File: src/sv/lsb_stego_pkg.sv
// Package with the word types, register indexes and constants of the LSB BMP stego block.
`default_nettype none
package lsb_stego_pkg;

  localparam int MaxImageWidth = 16384;
  localparam int RowBytesW     = 16;
  localparam int CfgIndexW     = 2;
  localparam int CfgDataW      = 32;

  localparam logic [CfgIndexW-1:0] CFG_MODE           = 2'd0;
  localparam logic [CfgIndexW-1:0] CFG_IMAGE_WIDTH    = 2'd1;
  localparam logic [CfgIndexW-1:0] CFG_PAYLOAD_LENGTH = 2'd2;

  localparam logic MODE_EMBED   = 1'b0;
  localparam logic MODE_RECOVER = 1'b1;

  localparam logic CMD_FILE_BYTE    = 1'b0;
  localparam logic CMD_PAYLOAD_BYTE = 1'b1;

  // Header byte positions.
  localparam logic [31:0] PosLenFirst = 32'd6;
  localparam logic [31:0] PosLenLast  = 32'd9;
  localparam logic [31:0] PosOffFirst = 32'd10;
  localparam logic [31:0] PosOffLast  = 32'd13;
  localparam logic [31:0] PosPixFirst = 32'd14;

  localparam logic [7:0] LsbClearMask = 8'hFE;

  typedef struct packed {
    logic       command;
    logic [7:0] value;
  } in_word_t;

  typedef struct packed {
    logic [7:0] out_byte;
    logic       payload_missing;
    logic       finished;
  } out_word_t;

  // Row length in bytes for a configured width, with zero read as one and
  // large widths saturated.
  function automatic logic [RowBytesW-1:0] row_bytes_f(input logic [14:0] width);
    logic [RowBytesW-1:0] w;
    begin
      w = RowBytesW'(width);
      if (w == '0) begin
        w = RowBytesW'(1);
      end else if (w > RowBytesW'(MaxImageWidth)) begin
        w = RowBytesW'(MaxImageWidth);
      end
      row_bytes_f = w + (w << 1);
    end
  endfunction

endpackage
`default_nettype wire

File: src/sv/lsb_stego_bmp_embed_extract_top.sv
// Top level of the LSB steganography block for streamed 24-bit BMP files.
`default_nettype none
// Streams a 24-bit BMP file one byte per input word and either hides payload
// bits in the least significant bits of the pixel bytes (mode 0) or rebuilds the
// hidden bytes (mode 1). Payload bytes to hide enter on the same channel with
// command set. The block takes one word per cycle unless output stalls it: all the
// per-word work is one counter update and one bit replacement, done in the cycle
// the word is accepted, and any result appears in the output register on the
// next cycle. A word that gives no result (payload bytes, and in recover mode
// header, padding and most pixel bytes) is still consumed. Input stalls only
// while the output register holds a word that the consumer does not take.
// The user writes configuration only while the block is idle; it is not enforced.
module lsb_stego_bmp_embed_extract_top (
  input  wire logic                              clk,
  input  wire logic                              rst_n,
  input  wire logic                              in_valid,
  output logic                                   in_ready,
  input  wire lsb_stego_pkg::in_word_t           in_data,
  output logic                                   out_valid,
  input  wire logic                              out_ready,
  output lsb_stego_pkg::out_word_t               out_data,
  input  wire logic                              cfg_we,
  input  wire logic [lsb_stego_pkg::CfgIndexW-1:0] cfg_index,
  input  wire logic [lsb_stego_pkg::CfgDataW-1:0]  cfg_data
);
  import lsb_stego_pkg::*;

  // Configuration
  logic                 mode_r;
  logic [RowBytesW-1:0] row_bytes_r;
  logic [1:0]           pad_len_r;
  logic [31:0]          payload_length_r;

  // Stream state
  logic [31:0]          file_position_r, file_position_nxt;
  logic [31:0]          pixel_offset_r, pixel_offset_nxt;
  logic [31:0]          header_length_r, header_length_nxt;
  logic [RowBytesW-1:0] row_byte_count_r, row_byte_count_nxt;
  logic [1:0]           padding_left_r, padding_left_nxt;
  logic [2:0]           bit_index_r, bit_index_nxt;
  logic [7:0]           payload_shift_r, payload_shift_nxt;
  logic                 payload_loaded_r, payload_loaded_nxt;
  logic [31:0]          bytes_done_r, bytes_done_nxt;
  logic [7:0]           assembled_byte_r, assembled_byte_nxt;

  logic                 out_valid_r;
  out_word_t            out_data_r, result;
  logic                 emit;
  logic                 accept;

  logic [1:0]           lane;
  logic [31:0]          done_inc;
  logic [RowBytesW:0]   row_inc;
  logic [RowBytesW-1:0] rb_now;

  assign in_ready  = !out_valid_r || out_ready;
  assign accept    = in_valid && in_ready;
  assign out_valid = out_valid_r;
  assign out_data  = out_data_r;

  assign lane     = 2'(file_position_r[1:0] - 2'd2);
  assign done_inc = bytes_done_r + 32'd1;
  assign row_inc  = {1'b0, row_byte_count_r} + (RowBytesW+1)'(1);
  assign rb_now   = row_bytes_r;

  always_comb begin
    file_position_nxt  = file_position_r;
    pixel_offset_nxt   = pixel_offset_r;
    header_length_nxt  = header_length_r;
    row_byte_count_nxt = row_byte_count_r;
    padding_left_nxt   = padding_left_r;
    bit_index_nxt      = bit_index_r;
    payload_shift_nxt  = payload_shift_r;
    payload_loaded_nxt = payload_loaded_r;
    bytes_done_nxt     = bytes_done_r;
    assembled_byte_nxt = assembled_byte_r;
    result.out_byte        = in_data.value;
    result.payload_missing = 1'b0;
    result.finished        = 1'b0;
    emit = 1'b0;

    if (in_data.command == CMD_PAYLOAD_BYTE) begin
      if (mode_r == MODE_EMBED && !payload_loaded_r && bytes_done_r < payload_length_r) begin
        payload_shift_nxt  = in_data.value;
        payload_loaded_nxt = 1'b1;
        bit_index_nxt      = 3'd7;
      end
    end else begin
      emit = (mode_r == MODE_EMBED);
      if (file_position_r != '1) begin
        file_position_nxt = file_position_r + 32'd1;
      end

      if (file_position_r >= PosLenFirst && file_position_r <= PosLenLast) begin
        header_length_nxt[lane*8 +: 8] = in_data.value;
        if (mode_r == MODE_EMBED) begin
          result.out_byte = payload_length_r[lane*8 +: 8];
        end
      end else if (file_position_r >= PosOffFirst && file_position_r <= PosOffLast) begin
        pixel_offset_nxt[lane*8 +: 8] = in_data.value;
      end else if (file_position_r >= PosPixFirst && file_position_r >= pixel_offset_r) begin
        if (padding_left_r != 2'd0) begin
          padding_left_nxt = padding_left_r - 2'd1;
        end else begin
          if (mode_r == MODE_EMBED) begin
            if (bytes_done_r < payload_length_r) begin
              if (payload_loaded_r) begin
                result.out_byte = (in_data.value & LsbClearMask) |
                                  {7'd0, payload_shift_r[bit_index_r]};
                if (bit_index_r == 3'd0) begin
                  payload_loaded_nxt = 1'b0;
                  bit_index_nxt      = 3'd7;
                  bytes_done_nxt     = done_inc;
                  result.finished    = (done_inc == payload_length_r);
                end else begin
                  bit_index_nxt = bit_index_r - 3'd1;
                end
              end else begin
                result.payload_missing = 1'b1;
              end
            end
          end else begin
            if (bytes_done_r < header_length_r) begin
              assembled_byte_nxt = assembled_byte_r;
              assembled_byte_nxt[bit_index_r] = assembled_byte_r[bit_index_r] | in_data.value[0];
              if (bit_index_r == 3'd0) begin
                result.out_byte    = assembled_byte_nxt;
                assembled_byte_nxt = 8'd0;
                bit_index_nxt      = 3'd7;
                bytes_done_nxt     = done_inc;
                result.finished    = (done_inc == header_length_r);
                emit               = 1'b1;
              end else begin
                bit_index_nxt = bit_index_r - 3'd1;
              end
            end
          end
          // Count the carrier; a width change can leave the count past the row end.
          if (row_inc >= {1'b0, rb_now}) begin
            row_byte_count_nxt = '0;
            padding_left_nxt   = pad_len_r;
          end else begin
            row_byte_count_nxt = row_inc[RowBytesW-1:0];
          end
        end
      end
    end
  end

  always_ff @(posedge clk) begin
    if (!rst_n) begin
      mode_r           <= MODE_EMBED;
      row_bytes_r      <= row_bytes_f(15'd1);
      pad_len_r        <= 2'(-row_bytes_f(15'd1));
      payload_length_r <= '0;
      file_position_r  <= '0;
      pixel_offset_r   <= '0;
      header_length_r  <= '0;
      row_byte_count_r <= '0;
      padding_left_r   <= '0;
      bit_index_r      <= 3'd7;
      payload_shift_r  <= '0;
      payload_loaded_r <= 1'b0;
      bytes_done_r     <= '0;
      assembled_byte_r <= '0;
      out_valid_r      <= 1'b0;
    end else begin
      if (cfg_we) begin
        unique case (cfg_index)
          CFG_MODE:           mode_r <= cfg_data[0];
          CFG_IMAGE_WIDTH: begin
            row_bytes_r <= row_bytes_f(cfg_data[14:0]);
            // Padding is (4 - rb mod 4) mod 4, which is -rb modulo 4.
            pad_len_r   <= 2'(-row_bytes_f(cfg_data[14:0]));
          end
          CFG_PAYLOAD_LENGTH: payload_length_r <= cfg_data;
          default: ;
        endcase
      end
      if (accept) begin
        file_position_r  <= file_position_nxt;
        pixel_offset_r   <= pixel_offset_nxt;
        header_length_r  <= header_length_nxt;
        row_byte_count_r <= row_byte_count_nxt;
        padding_left_r   <= padding_left_nxt;
        bit_index_r      <= bit_index_nxt;
        payload_shift_r  <= payload_shift_nxt;
        payload_loaded_r <= payload_loaded_nxt;
        bytes_done_r     <= bytes_done_nxt;
        assembled_byte_r <= assembled_byte_nxt;
        out_valid_r      <= emit;
      end else if (out_ready) begin
        out_valid_r <= 1'b0;
      end
    end
  end

  always_ff @(posedge clk) begin
    if (accept && emit) begin
      out_data_r <= result;
    end
  end

endmodule
`default_nettype wire

File: config.mk
export PLATFORM = sky130hd
export DESIGN_NAME = lsb_stego_bmp_embed_extract_top
export DESIGN_NICKNAME = d
export VERILOG_FILES = /design/src/sv/lsb_stego_pkg.sv /design/src/sv/lsb_stego_bmp_embed_extract_top.sv
export SDC_FILE = /design/constraint.sdc
export NUM_CORES = 1
export LEC_CHECK = 0
export BUFFER_PORTS_ARGS = -buffer_cell sky130_fd_sc_hd__buf_2
export CAP_MARGIN = 20
export CORE_MARGIN = 1
export CORE_UTILIZATION = 63
export DETAILED_ROUTE_END_ITERATION = 6
export GPL_TIMING_DRIVEN = 0
export PLACE_DENSITY = 0.84
export SYNTH_ARGS = -nofsm -noshare
export SYNTH_HDL_FRONTEND = slang
export SYNTH_SLANG_ARGS = --single-unit
File: constraint.sdc
create_clock -name clk -period 4.91 [get_ports clk]
set_clock_uncertainty 0.05 [all_clocks]
set_input_delay 0.7365 -clock clk [delete_from_list [all_inputs] [get_ports clk]]
set_output_delay 0.7365 -clock clk [all_outputs]
set_load 0.005 [all_outputs]
==> results of run 1 <==
-- metrics by stage --
step | cells | util | setup WS, ns
floorplan | 1946 | - | 1.034
global placement | 2328 | 0.6722 | 0.4151
detailed placement | 2329 | 0.6727 | 0.3409
CTS | 2378 | 0.7112 | 0.2530
global route | 2378 | 0.7115 | 0.02172
finish | 2379 | 0.7116 | 0.2933
-- Yosys cell counts, drive strengths merged, types with 48 or more instances --
cell,n,area [sq um]
clkbuf,81,304.0
o21ai,78,390.4
dfxtp,217,4344
inv,129,484.2
ha,136,1702
nor2,78,292.8
nand2,247,927.1
nor2b,68,425.4
nand3,48,240.2
and2,98,613.1
a21boi,76,570.6
a21oi,88,440.4
xnor2,119,1042
nor3,54,270.3
-- where the power goes --
group	internal (uW)	switching, uW
clock network	1310	831
logic	139	231
registers	1880	29.0
-- worst max-delay path: stages, from the launching register on --
cell and delay [ns]:
dfxtp_1 0.55, buf_1 0.53, inv_1 0.20, ha_1 0.27, nor2_1 0.20, nand2_1 0.11, nor2_1 0.15, o21ai_0 0.20
a211oi_1 0.64, o211a_1 0.41, buf_1 0.61, nand4_1 0.24, xnor2_1 0.18, and2_1 0.15
-- area by class of cell --
cell class / instances / share of cell area
clock inverters: 11 / 0.009443
plain buffers: 103 / 0.02429
inverters: 129 / 0.02790
flip-flops and latches: 227 / 0.2676
well taps: 324 / 0.02336
repair buffers: 59 / 0.01737
multi-input cells: 1487 / 0.5851
clock buffers: 38 / 0.04477
diodes: 1 / 0.0001442
-- final timing paths --
check,slack (ns),startpoint,endpoint,cells past startpoint
max,0.29,file_position_r[1],bytes_done_r[22],13
min,0.40,cfg_data[15],payload_length_r[15],3
max reg2reg,0.29,file_position_r[1],bytes_done_r[22],13
min reg2reg,0.42,pixel_offset_r[27],pixel_offset_r[27],2
-- registers in the layout, summed over array words and instances (netlist names), 10 cells and up --
register / flops
header_length_r: 32
file_position_r: 32
out_data: 10
payload_length_r: 32
bytes_done_r: 32
row_byte_count_r: 16
pixel_offset_r: 32
rb_now: 16
-- kinds of logic after synthesis --
| group | share of synthesized area |
|---|---|
| AND/OR/NAND/NOR | 0.2634 |
| AO/OA/AOI/OAI | 0.1498 |
| buffers and inverters | 0.05762 |
| flip-flops | 0.2958 |
| XOR/XNOR | 0.09101 |
| adder cells (fa/ha/maj) | 0.1097 |
| multiplexers | 0.03267 |
-- metal layers --
layer,GRT usage,vias up,routed length (microns)
met5,0,-,26
li1,-,6945,-
met2,0.6102,645,21740
met3,0.05143,146,3865
met1,0.4746,6955,19670
met4,0.1550,4,2066
==> flow_metrics.env, run 1 <==
export IMPL_ys_ff_latch=227
export IMPL_syn_inst=1946
export IMPL_fin_area_sq_um=17360
export IMPL_layout_drive_gt1_share=0.06962
export IMPL_crit_path_start_kind="register"
export IMPL_max_slew_margin=0.3168
export IMPL_overflow=0
export IMPL_drtIter0Drc=1377
export IMPL_fmax_mhz=216.6
export IMPL_worstSetupPathType="register to register"
export IMPL_root_buffer="clkbuf_16"
export IMPL_slew_violations=0
export IMPL_start_util=0.6437
export IMPL_avgSynthCellArea_sq_um=8.068
export IMPL_h_tree_depth=1
export IMPL_placed_area_sq_um=16410
export IMPL_crit_fanout=10
export IMPL_cp_required_ns=5.28
export IMPL_syn_nets=2131
export IMPL_wl_per_cell_microns=19.91
export IMPL_gp_congestion=0.9599
export IMPL_ctsHoldBuffers=0
export IMPL_whs_ns=0.4012
export IMPL_worst_pin_slew_ns=1.017
export IMPL_seq_area_sq_um=4644
export IMPL_core_area_sq_um=24390
export IMPL_die_h_microns=159.9
export IMPL_synth_cell_type_count=77
export IMPL_io_pin_count=60
export IMPL_synth_seq_area_share=0.2958
export IMPL_rsz0062_at_grt="no"
export IMPL_firstDrtPassIters=5
export IMPL_grt_pass1_wl_microns=74060
export IMPL_core_rowCount=57
export IMPL_outcome="complete, no violations"
export IMPL_setup_viol=0
export IMPL_numCtsBuffers=27
export IMPL_p_leak_uw=0.006715
export IMPL_drc=0
export IMPL_final_cell_mix="nand2_1 (247), dfxtp_1 (217), ha_1 (136)"
export IMPL_fin_tns_setup_ns=0
export IMPL_critPathArrivalTime_ns=4.99
export IMPL_via_per_inst=6.177
export IMPL_path_clk_slew_ns=0.07
export IMPL_cts_sinks=227
export IMPL_multiInputGateArea_sq_um=10160
export IMPL_synth_area_sq_um=15700
export IMPL_cts_buffer_depth=3
export IMPL_synth_warnings=0
export IMPL_grt_total_usage=0.3661
export IMPL_nFillCells=1964
export IMPL_pwr_density_cell_nw_per_um2=254.7
export IMPL_async_flop_share=0
export IMPL_maxCapViolations=0
export IMPL_finalPower_uw=4421
export IMPL_synth_edf_count=10
export IMPL_die_area_sq_um=25560
export IMPL_wl_microns=47360
export IMPL_vias=14695
export IMPL_fp_dieW_microns=159.9
export IMPL_ant_nets=0
export IMPL_min_path_type="input port to register"
export IMPL_grt_pass1_vias=13932
export IMPL_insertion_delay_ns=0.55
export IMPL_timing_final_hold_violations=0
export IMPL_post_cts_buffers=0
export IMPL_dp_hpwl_microns=36150
export IMPL_port_buffers=58
export IMPL_cts_tree="done"
export IMPL_period_needed_ns=4.617
export IMPL_cts_resized=0
export IMPL_end_kind="register"
export IMPL_fin_crit_sh=0.9403
export IMPL_nNetsFinal=2219
export IMPL_synth_top_flop_cell="dfxtp_1"
export IMPL_area_growth_pct=10.55
export IMPL_grt_antenna_before_repair=3
export IMPL_final_common_cell="nand2_1"
export IMPL_grt_max_degree=14
export IMPL_vdd_drop_max_v=0.0002459
(Power assumes the default switching activity.)
==> run 2: changes to the inputs <==
Settings changed: CAP_MARGIN 20 to not set, CELL_PAD_IN_SITES_DETAIL_PLACEMENT set to 1, CELL_PAD_IN_SITES_GLOBAL_PLACEMENT set to 2, CORE_UTILIZATION 63 to 39, CTS_BUF_LIST set to sky130_fd_sc_hd__clkbuf_8 sky130_fd_sc_hd__clkbuf_16, PLACE_DENSITY 0.84 to 0.85.
==> run 2 against run 1 <==
Compared with the run above: clock-buffer cell count is 1 lower; total power is 1.6% lower; hold slack worse by 0.050 ns; non-clock buffer count is 1 lower; fmax is 1.2% higher; worst setup slack better by 0.053 ns; highest routed layer unchanged.
==> flow_metrics.env, run 2 (same netlist as run 1, synthesis figures left out) <==
export IMPL_outcome="complete, no violations"
export IMPL_final_cell_mix="nand2_1 (247), dfxtp_1 (217), inv_1 (138)"
export IMPL_r2r_end="bytes_done_r[9]"
export IMPL_finalPower_uw=4349
export IMPL_die_h_microns=202.6
export IMPL_die_area_sq_um=41060
export IMPL_root_buffer="clkbuf_16"
export IMPL_start_util=0.3952
export IMPL_drtIter0Drc=768
export IMPL_max_slew_margin=0.2058
export IMPL_critPathArrivalTime_ns=4.99
export IMPL_vias=14456
export IMPL_grt_total_usage=0.2705
export IMPL_via_per_inst=5.603
export IMPL_worstHoldStart="cfg_data[17]"
export IMPL_maxCapViolations=0
export IMPL_cp_slowest_cell="buf_1"
export IMPL_nFillCells=4889
export IMPL_insertion_delay_ns=0.59
export IMPL_wl_microns=55430
export IMPL_crit_path_start_kind="register"
export IMPL_dp_hpwl_microns=43350
export IMPL_cts_tree="done"
export IMPL_grt_max_degree=16
export IMPL_port_buffers=58
export IMPL_cp_required_ns=5.34
export IMPL_hold_end="payload_length_r[17]"
export IMPL_fmax_mhz=219.1
export IMPL_vdd_drop_max_v=0.0002382
export IMPL_path_buf_inv=3
export IMPL_cts_buffer_depth=3
export IMPL_numCtsBuffers=29
export IMPL_wl_per_cell_microns=21.48
export IMPL_place_ws_ns=0.1227
export IMPL_p_leak_uw=0.006738
export IMPL_pwr_density_cell_nw_per_um2=247.6
export IMPL_fp_dieW_microns=202.6
export IMPL_timing_final_hold_violations=0
export IMPL_crit_family="buffers and inverters"
export IMPL_h_tree_depth=1
export IMPL_nNetsFinal=2220
export IMPL_worstSetupPathType="register to register"
export IMPL_ff2ff_path_depth=13
export IMPL_fin_tns_setup_ns=0
export IMPL_io_pin_count=60
export IMPL_rrSetupSlack_ns=0.35
export IMPL_setup_viol=0
export IMPL_cpPeakStageDelay_ns=0.64
export IMPL_setup_slack_ns=0.3465
export IMPL_grt_pass1_wl_microns=86330
export IMPL_core_area_sq_um=39730
export IMPL_min_delay_path_depth=3
export IMPL_overflow=0
export IMPL_rsz0062_at_grt="no"
export IMPL_end_kind="register"
export IMPL_min_path_type="input port to register"
export IMPL_layout_drive_gt1_share=0.06913
export IMPL_ant_nets=0
export IMPL_area_growth_pct=11.91
export IMPL_fin_crit_sh=0.9294
export IMPL_gp_congestion=0.9689
export IMPL_core_rowCount=73
export IMPL_grt_antenna_before_repair=3
export IMPL_worst_pin_slew_ns=1.191
export IMPL_timing_rr_start="file_position_r[1]"
export IMPL_firstDrtPassIters=5
export IMPL_drc=0
export IMPL_slew_violations=0
export IMPL_ctsHoldBuffers=0
export IMPL_final_common_cell="nand2_1"
export IMPL_grt_pass1_vias=14901
export IMPL_period_needed_ns=4.564
export IMPL_path_clk_slew_ns=0.06
export IMPL_crit_chain="buf_1 > inv_1 > ha_1 > nor2_1 > nand2_1 > nor2_1 > o21ai_0 > a211oi_2 > o211a_1 > buf_1 > nand4_1 > xnor2_1 > and2_1"
export IMPL_crit_fanout=10
export IMPL_cts_sinks=227
## run 2: changes by cell type in the layout (fill, tap and decap cells not counted), moves of 2 or more
cell        previous run  this run
bufinv_16              4         0
clkbuf_16             27        29
clkbuf_1              85        80
inv_1                129       138
clkinvlp_4             2         0
clkbuf_8               6         8
## run 2: area by class of cell
cell class                      instances  area [sq um]  area share
Clock buffer                           37         835.8     0.04757
Antenna cell                            1         2.502   0.0001424
Buffer                                103         422.9     0.02407
Tap cell                              525         656.9     0.03739
Sequential cell                       227          4644      0.2643
Multi-Input combinational cell       1487         10160      0.5785
Inverter                              129         484.2     0.02756
Timing Repair Buffer                   58         290.3     0.01652
Clock inverter                         13         68.82    0.003917
## run 2: what timing repair did
action / in CTS / in global routing
buffers inserted: 0 / 0
resized for setup: 0 / 6
endpoints found under the setup margin: 0 / 35
## run 2: worst max path at each step
| stage | start | to | slack [ns] | cells past startpoint |
|---|---|---|---|---|
| CTS | row_byte_count_r[0] | row_byte_count_r[11] | 0.02 | 18 |
| detailed placement | file_position_r[1] | bytes_done_r[9] | 0.12 | 13 |
| global placement | row_byte_count_r[0] | row_byte_count_r[8] | 0.25 | 18 |
| global route | row_byte_count_r[2] | row_byte_count_r[11] | 0.004 | 20 |
| floorplan | row_byte_count_r[2] | row_byte_count_r[11] | 1.03 | 20 |
| finish | file_position_r[1] | bytes_done_r[9] | 0.35 | 13 |
## run 2: worst reg2reg max path, stage by stage (launching register included)
cell      delay, ns
dfxtp_1        0.54
buf_1          0.53
inv_1          0.22
ha_1           0.27
nor2_1         0.22
nand2_1        0.11
nor2_1         0.18
o21ai_0        0.24
a211oi_2       0.46
o211a_1        0.40
buf_1          0.64
nand4_1        0.25
xnor2_1        0.19
and2_1         0.16
## run 2: metal layers
layer	wire length, microns	GRT usage
met1	25170	0.3571
met2	26030	0.4610
met3	2839	0.03483
met4	1369	0.07385
met5	24	0
## run 2: through the flow
step	hold WS [ns]	util	instance area [sq um]	instances
floorplan	0.3910	-	15700	1946
global placement	0.4050	0.4190	16650	2529
detailed placement	0.4121	0.4190	16650	2529
CTS	0.3393	0.4418	17550	2579
global route	0.3495	0.4421	17570	2579
finish	0.3512	0.4422	17570	2580
## run 2: power breakdown
group          switching [uW]  leakage [uW]  internal [uW]
combinational             244       0.00441            139
sequential               33.0       0.00185           1880
clock                     868      0.000484           1180
